[config.mk]
export PLATFORM = sky130hd
export DESIGN_NAME = mts_period_div
export DESIGN_NICKNAME = d
export VERILOG_FILES = /design/src/hw/rtl/mts_pkg.sv /design/src/hw/rtl/mts_period_div.sv
export SDC_FILE = /design/constraint.sdc
export NUM_CORES = 1
export LEC_CHECK = 0
export BUFFER_PORTS_ARGS = -buffer_cell sky130_fd_sc_hd__buf_2
export CAP_MARGIN = 30
export CORE_MARGIN = 1.5
export CORE_UTILIZATION = 54
export CTS_CLUSTER_DIAMETER = 80
export DETAILED_ROUTE_END_ITERATION = 7
export PLACE_DENSITY = 0.75
export SKIP_LAST_GASP = 1
export SLEW_MARGIN = 20
export SYNTH_ARGS = -nofsm -noshare
export SYNTH_HDL_FRONTEND = slang
export SYNTH_SLANG_ARGS = --single-unit
[constraint.sdc]
create_clock -name clk_i -period 5.2 [get_ports clk_i]
set_input_delay 0.26 -clock clk_i [delete_from_list [all_inputs] [get_ports clk_i]]
set_output_delay 0.26 -clock clk_i [all_outputs]
set_load 0.005 [all_outputs]
[src/hw/rtl/mts_pkg.sv]
// Package of the melody tone sequencer: operation codes, sequencer states,
// register indexes, reset values and the volume table. Depends on nothing.
`timescale 1ns / 1ps
`default_nettype none

package mts_pkg;

  // Field and register widths fixed by the interface.
  localparam int OP_W       = 3;
  localparam int IDX_W      = 8;
  localparam int FREQ_W     = 16;
  localparam int DUR_W      = 16;
  localparam int POS_W      = 9;
  localparam int GAP_W      = 8;
  localparam int DIVISOR_W  = 24;
  localparam int CFG_IDX_W  = 2;
  localparam int CFG_DATA_W = 24;
  localparam int TICK_W     = 32;
  localparam int PERIOD_W   = 8;
  localparam int VOL_W      = 3;
  localparam int LEVEL_W    = 6;
  localparam int PROD_W     = PERIOD_W + LEVEL_W;
  localparam int NOTE_W     = FREQ_W + DUR_W;

  // Default table depth.
  localparam int MAX_NOTES_DEF = 256;

  // Reset values of the configuration registers.
  localparam logic [POS_W-1:0]     SONG_LEN_RESET = 9'd1;
  localparam logic [GAP_W-1:0]     GAP_RESET      = 8'd10;
  localparam logic [DIVISOR_W-1:0] DIVISOR_RESET  = 24'd7812;

  // Volume steps run from 0 to VOLUME_LEVELS-1.
  localparam int VOLUME_LEVELS = 6;

  // Division by 100 as a multiply by 5243 and a right shift by 19; exact for
  // every product of an 8-bit period and a volume level.
  localparam int DUTY_RECIP = 5243;
  localparam int DUTY_SHIFT = 19;
  localparam int SCALED_W   = PROD_W + 13;

  typedef enum logic [CFG_IDX_W-1:0] {
    CFG_SONG_LENGTH    = 2'd0,
    CFG_GAP_TICKS      = 2'd1,
    CFG_PERIOD_DIVISOR = 2'd2
  } cfg_idx_e;

  typedef enum logic [OP_W-1:0] {
    OP_TICK      = 3'd0,
    OP_LOAD_NOTE = 3'd1,
    OP_START     = 3'd2,
    OP_VOL_UP    = 3'd3,
    OP_VOL_DOWN  = 3'd4
  } op_e;

  typedef enum logic [2:0] {
    ST_IDLE,
    ST_CHECK,
    ST_TONE,
    ST_TWAIT,
    ST_MUL,
    ST_SCALE,
    ST_LOAD,
    ST_DONE
  } state_e;

  // Handshake with the period divider.
  typedef struct packed {
    logic                start;
    logic [FREQ_W-1:0]   freq;
    logic [DIVISOR_W-1:0] divisor;
  } div_req_t;

  typedef struct packed {
    logic                done;
    logic [PERIOD_W-1:0] ticks;
  } div_rsp_t;

  // Duty percentage for each volume step.
  function automatic logic [LEVEL_W-1:0] vol_level(input logic [VOL_W-1:0] step);
    logic [LEVEL_W-1:0] lvl;
    case (step)
      3'd0:    lvl = 6'd0;
      3'd1:    lvl = 6'd1;
      3'd2:    lvl = 6'd2;
      3'd3:    lvl = 6'd8;
      3'd4:    lvl = 6'd20;
      3'd5:    lvl = 6'd50;
      default: lvl = 6'd0;
    endcase
    return lvl;
  endfunction

endpackage

`default_nettype wire

[src/hw/rtl/mts_period_div.sv]
// Tone period divider: divisor / frequency saturated to 8 bits, zero for a
// zero frequency. Restoring division, one quotient bit a cycle. Uses mts_pkg.
`timescale 1ns / 1ps
`default_nettype none

module mts_period_div import mts_pkg::*; (
  input  wire logic     clk_i,
  input  wire logic     rst_ni,
  input  wire div_req_t req_i,
  output      div_rsp_t rsp_o
);

  logic                 busy_q, busy_d;
  logic                 done_q, done_d;
  logic [2:0]           bit_q, bit_d;
  logic [DIVISOR_W-1:0] rem_q, rem_d;
  logic [PERIOD_W-1:0]  quo_q, quo_d;
  logic [DIVISOR_W-1:0] shifted;

  assign shifted = DIVISOR_W'(req_i.freq) << bit_q;

  always_comb begin
    busy_d = busy_q;
    done_d = 1'b0;
    bit_d  = bit_q;
    rem_d  = rem_q;
    quo_d  = quo_q;
    if (req_i.start) begin
      if ((req_i.freq == '0) || (DIVISOR_W'(req_i.freq) > req_i.divisor)) begin
        quo_d  = '0;
        done_d = 1'b1;
      end else if (req_i.divisor[DIVISOR_W-1:PERIOD_W] >= (DIVISOR_W-PERIOD_W)'(req_i.freq)) begin
        // Quotient of 256 or more saturates.
        quo_d  = '1;
        done_d = 1'b1;
      end else begin
        rem_d  = req_i.divisor;
        quo_d  = '0;
        bit_d  = 3'(PERIOD_W - 1);
        busy_d = 1'b1;
      end
    end else if (busy_q) begin
      if (rem_q >= shifted) begin
        rem_d        = rem_q - shifted;
        quo_d[bit_q] = 1'b1;
      end
      if (bit_q == '0) begin
        busy_d = 1'b0;
        done_d = 1'b1;
      end else begin
        bit_d = bit_q - 3'd1;
      end
    end
  end

  always_ff @(posedge clk_i or negedge rst_ni) begin
    if (!rst_ni) begin
      busy_q <= 1'b0;
      done_q <= 1'b0;
      bit_q  <= '0;
    end else begin
      busy_q <= busy_d;
      done_q <= done_d;
      bit_q  <= bit_d;
    end
  end

  always_ff @(posedge clk_i) begin
    rem_q <= rem_d;
    quo_q <= quo_d;
  end

  assign rsp_o.done  = done_q;
  assign rsp_o.ticks = quo_q;

endmodule

`default_nettype wire

[Yosys cells after proc, flatten, opt, wreduce, memory -nomap -nowiden]
Cells that the tools add are included.
Cells by class
  eq/ne operators: 3
  shift-type cells: 1
  mux-type cells: 27
  reduce and logical (&&, ||, !) cells: 10
  order comparisons: 5
  add/subtract/negate cells: 2
  bitwise logic cells: 1
Operators with widths (number)
  $mux 24: 5
  $mux 8: 5
  $ge 24x24->1: 1
  $gt 16x24->1: 1
  $shl 16x3->24: 1
  $sub 24x24->24: 1
  $ge 16x16->1: 1
  $logic_not 16->1: 1
  $mux 3: 5
  $mux 1: 11
  $or 8x8->8: 1
  $reduce_and 4->1: 2
  $ne 2x2->1 const B: 3
  $lt 3x4->1 const B: 1
  $reduce_and 2->1: 2
  $reduce_bool 2->1: 2
  $demux 1 s3: 1
  $ge 3x1->1 const B: 1
  $logic_not 3->1: 1
  $sub 3x1->3 const B: 1
  $logic_and 1x1->1: 1
  $logic_or 1x1->1: 1
Word-level totals
  bits in registers: 37
  output and inout bits: 9
  word-level logic and storage cells: 54
  input port bits: 43

[Depth between registers and ports, before layout]
  depth in word-level cells: 8
  gate-level depth with buffers: 16
  gate-level depth less buffers: 14

[Least setup slack after synthesis]
OpenSTA, ideal clock, no wires.
  kind: register -> register
  start point: register bit_q[0]
  end point: register rem_q[0], enable pin
  data arrival time: 4.014 ns
  required time: 4.796 ns
  setup slack: 0.782 ns
  cell stages (with the launch flop): 14
  library setup time: 0.404 ns
  path through: dfrtp_1 -> clkbuf_1 -> buf_2 -> clkinv_1 -> and3_1 -> ha_1 -> fa_1 -> nor2b_1 -> o21ai_1 -> a211o_1 -> a2111oi_4 -> o211ai_2 -> a31o_1 -> a211oi_2
Between the ends
  longest elaborated chain between the ends: 4
RTL lines
  start, declared: RTL line mts_period_div.sv:15  | logic [2:0] bit_q, bit_d;
  start signal, assigned: RTL line mts_period_div.sv:64  | bit_q <= bit_d;
  $shl 16x3->24: RTL line mts_period_div.sv:20  | assign shifted = DIVISOR_W'(req_i.freq) << bit_q;
  $ge 24x24->1: RTL line mts_period_div.sv:43  | if (rem_q >= shifted) begin
  $reduce_bool 2->1 (no line)
  $reduce_and 4->1 (no line)
  end signal, assigned: RTL line mts_period_div.sv:69  | rem_q <= rem_d;
  end, declared: RTL line mts_period_div.sv:16  | logic [DIVISOR_W-1:0] rem_q, rem_d;
No other way between the ends.
A chain may end at the register's enable or synchronous reset.

[Worst setup path after layout]
  start point: register bit_q[0]
  end point: register rem_q[5], enable pin
The elaborated chain is that of the path after synthesis.

==> flow_metrics.env <==
export IMPL_run_status="finished, final reports clean"
export IMPL_finalHoldViolations=0
export IMPL_nNetsFinal=659
export IMPL_synthCells=519
export IMPL_hold_buffers=1
export IMPL_r2r_start="bit_q[0]"
export IMPL_fin_crit_ps=4390
export IMPL_p_leak_nw=2.31
export IMPL_critical_path_depth=13
export IMPL_r2r_end="rem_q[5]"
export IMPL_die_w_um=93.5
export IMPL_min_delay_start="req_i[5]"
export IMPL_synth_flop_cell="edfxtp_1"
export IMPL_first_pass_iters=5
export IMPL_dieArea_mm2=0.00874
export IMPL_cts_setup_buffers=0
export IMPL_cts_root_buf="clkbuf_8"
export IMPL_reg2reg_slack_ps=810
export IMPL_holdWs_ps=263
export IMPL_slowest_delay_ps=620
export IMPL_drive_gt1_frac=0.150
export IMPL_overflow=0
export IMPL_die_h_um=93.5
export IMPL_cts_resized=0
export IMPL_hold_path_class="primary input to register"
export IMPL_synth_edf_count=32
export IMPL_rsz0062_at_grt="false"
export IMPL_cts_htree_levels=2
export IMPL_ys_ff_latch=37
export IMPL_fin_crit_sh=0.844
export IMPL_grt_max_degree=67
export IMPL_wl_per_cell_um=18.2
export IMPL_yosysUniqueCellTypes=70
export IMPL_cts_path_max_buffers=2
export IMPL_timing_critical_path_to="rem_q[5]"
export IMPL_cap_violations=0
export IMPL_worst_slew_pin_slew_ps=678
export IMPL_grt_pass1_wl_um=19300
export IMPL_path_max_fanout=19
export IMPL_synth_area_mm2=0.00442
export IMPL_total_power_mw=3.44
export IMPL_fin_util=0.620
export IMPL_start_util=0.566
export IMPL_ios=52
export IMPL_post_dp_hpwl_um=9620
export IMPL_max_clock_freq_ghz=0.228
export IMPL_syn_num_nets=620
export IMPL_setup_tns_ps=0
export IMPL_dp_slack_ps=844
export IMPL_cts_tree="yes"
export IMPL_report_final_slew_viol_count=0
export IMPL_skew_ps=14.4
export IMPL_finalWeightedCongestion=0.948
export IMPL_async_reset_ff_frac=0.135
export IMPL_ys_warn_count=0
export IMPL_grt_usage=0.286
export IMPL_crit_path_start_kind="register"
export IMPL_crit_type="register to register"
export IMPL_clk_pin_slew_ps=80
export IMPL_ys_seq_area_frac=0.246
export IMPL_crit_chain="buf_4 > mux2i_1 > nand2b_1 > inv_1 > fa_1 > nor2b_1 > o21ai_1 > a211o_1 > a2111oi_4 > o211ai_2 > a31o_1 > a211oi_4 > buf_4"
export IMPL_worst_path_buf_inv=3
export IMPL_antenna_found_initial=0
export IMPL_io_buffers=51
export IMPL_dr_total_vias=4128
export IMPL_powerDensity_mw_per_mm2=712
export IMPL_setup_viol=0
export IMPL_drt_initial_drc_count=337
export IMPL_n_antenna_cell=0
export IMPL_insertion_delay_ps=310
export IMPL_worstSetupEndpointType="register"
export IMPL_path_delay_family="compound AO/OA/AOI/OAI gates"
export IMPL_clkSinkCount=37
export IMPL_rows=32
export IMPL_viasPerCell=6.25
export IMPL_numCtsBuffers=5
export IMPL_worst_r2r_cell_count=13
export IMPL_core_mm2=0.00781
export IMPL_grt_pass1_vias=3805
export IMPL_cp_required_ps=5180
export IMPL_cpMaxStageDelayCell="dfrtp_1"
export IMPL_fill_cells=707
export IMPL_max_slew_margin=0.547
export IMPL_cp_startpoint="bit_q[0]"
export IMPL_antenna_left=0
export IMPL_fin_ws_ps=814
export IMPL_drc=0
export IMPL_vdd_drop_max_uv=292
export IMPL_syn_to_final_growth_pct=9.48
export IMPL_cp_common_cell="buf_4"
export IMPL_cp_arrival_ps=4370
export IMPL_routed_wl_um=12000
export IMPL_postSynthAreaPerCell_um2=8.52
## placed cells by master, fill, tap and decap left out, types with 4 or more instances in the layout
cell and instances:
nand2b_1 7, and3_1 8, mux2i_1 21, ha_1 57, inv_1 43, a211oi_1 8
a21o_1 17, o21a_1 6, nor2b_1 9, nand4_1 9, a311oi_1 5, o211a_1 4
nor2_1 30, xnor2_1 5, edfxtp_1 32, a31oi_1 4, nand2_1 51, nor4_1 6
o31ai_1 7, o21ai_0 27, buf_2 51, mux4_2 5, clkbuf_8 5, xor2_1 7
nand3_1 9, o211ai_1 6, dfrtp_1 5, a21oi_1 49, buf_4 5, nor3_1 6
o21ai_1 5
## through the flow
stage	std cells	instance area (µm²)
4_1_cts	661	4840
5_1_grt	661	4840
3_3_place_gp	652	4740
3_5_place_dp	652	4740
6_report	661	4840
2_1_floorplan	519	4420
## cell families (layout without fill, tap and decap cells)
logic type                 after synthesis  count (layout)  synth area share
DFF                                     37              37             0.246
and+or+nand+nor                        152             152             0.170
buffers and inverters                   69             109            0.0611
xor gates and xnor gates                12              12            0.0238
AOI/OAI and AO/OA                      165             165             0.261
adders and majority gates               58              58             0.166
muxes                                   26              26            0.0730
## state kept, by name, indices dropped and copies added (netlist names)
signal and cells:
rem_q 24, bit_q 3, busy_q 1, done_q 1, quo_q 8
## layout make-up
type                            count  area, µm²  share of cell area
Inverter                           44        165              0.0341
Clock buffer                        5       68.8              0.0142
Sequential cell                    37       1090               0.224
Clock inverter                      3       17.5             0.00362
Multi-Input combinational cell    413       3070               0.635
Timing Repair Buffer               57        303              0.0626
Tap cell                          102        128              0.0264
## routing by layer
layer  vias up  share of wire  track usage
met5         -              0            0
met4         0          0.017       0.0783
met3        23          0.070       0.0398
met2       178           0.44        0.430
met1      1914           0.47        0.424
li1       2013              -            -
## where the power goes
| part | internal, mW | total [mW] | switching, mW | leakage [nW] |
|---|---|---|---|---|
| clock network | 0.0927 | 0.211 | 0.118 | 0.0439 |
| logic | 1.02 | 2.60 | 1.57 | 1.89 |
| registers | 0.554 | 0.638 | 0.0832 | 0.378 |
| total | 1.67 | 3.44 | 1.77 | 2.31 |
## worst min path at each step
stage	endpoint	cells past startpoint
floorplan	bit_q[0]	0
global placement	done_q	1
detailed placement	done_q	1
CTS	rem_q[5]	3
global route	rem_q[2]	3
finish	rem_q[5]	3
## worst min-delay path: cells and delay by family
kind                   cells  cell delay [ps]
AOI/OAI and AO/OA          1               60
and+or+nand+nor            1               40
buffers and inverters      1               90
## cell usage after synthesis, drive strengths merged, types with 9 or more instances
cell / count / area (µm²)
nand2: 52 / 198
clkbuf: 16 / 60.1
ha: 57 / 713
a21o: 18 / 136
edfxtp: 32 / 961
and3: 9 / 57.6
buf: 9 / 45.1
inv: 43 / 161
nor2b: 9 / 56.3
nand3: 9 / 45.0
nor2: 30 / 113
a21oi: 49 / 245
a211oi: 9 / 72.6
nand4: 9 / 56.3
o21ai: 32 / 160
mux2i: 21 / 210
No activity file was read; power rests on OpenSTA's default activity.
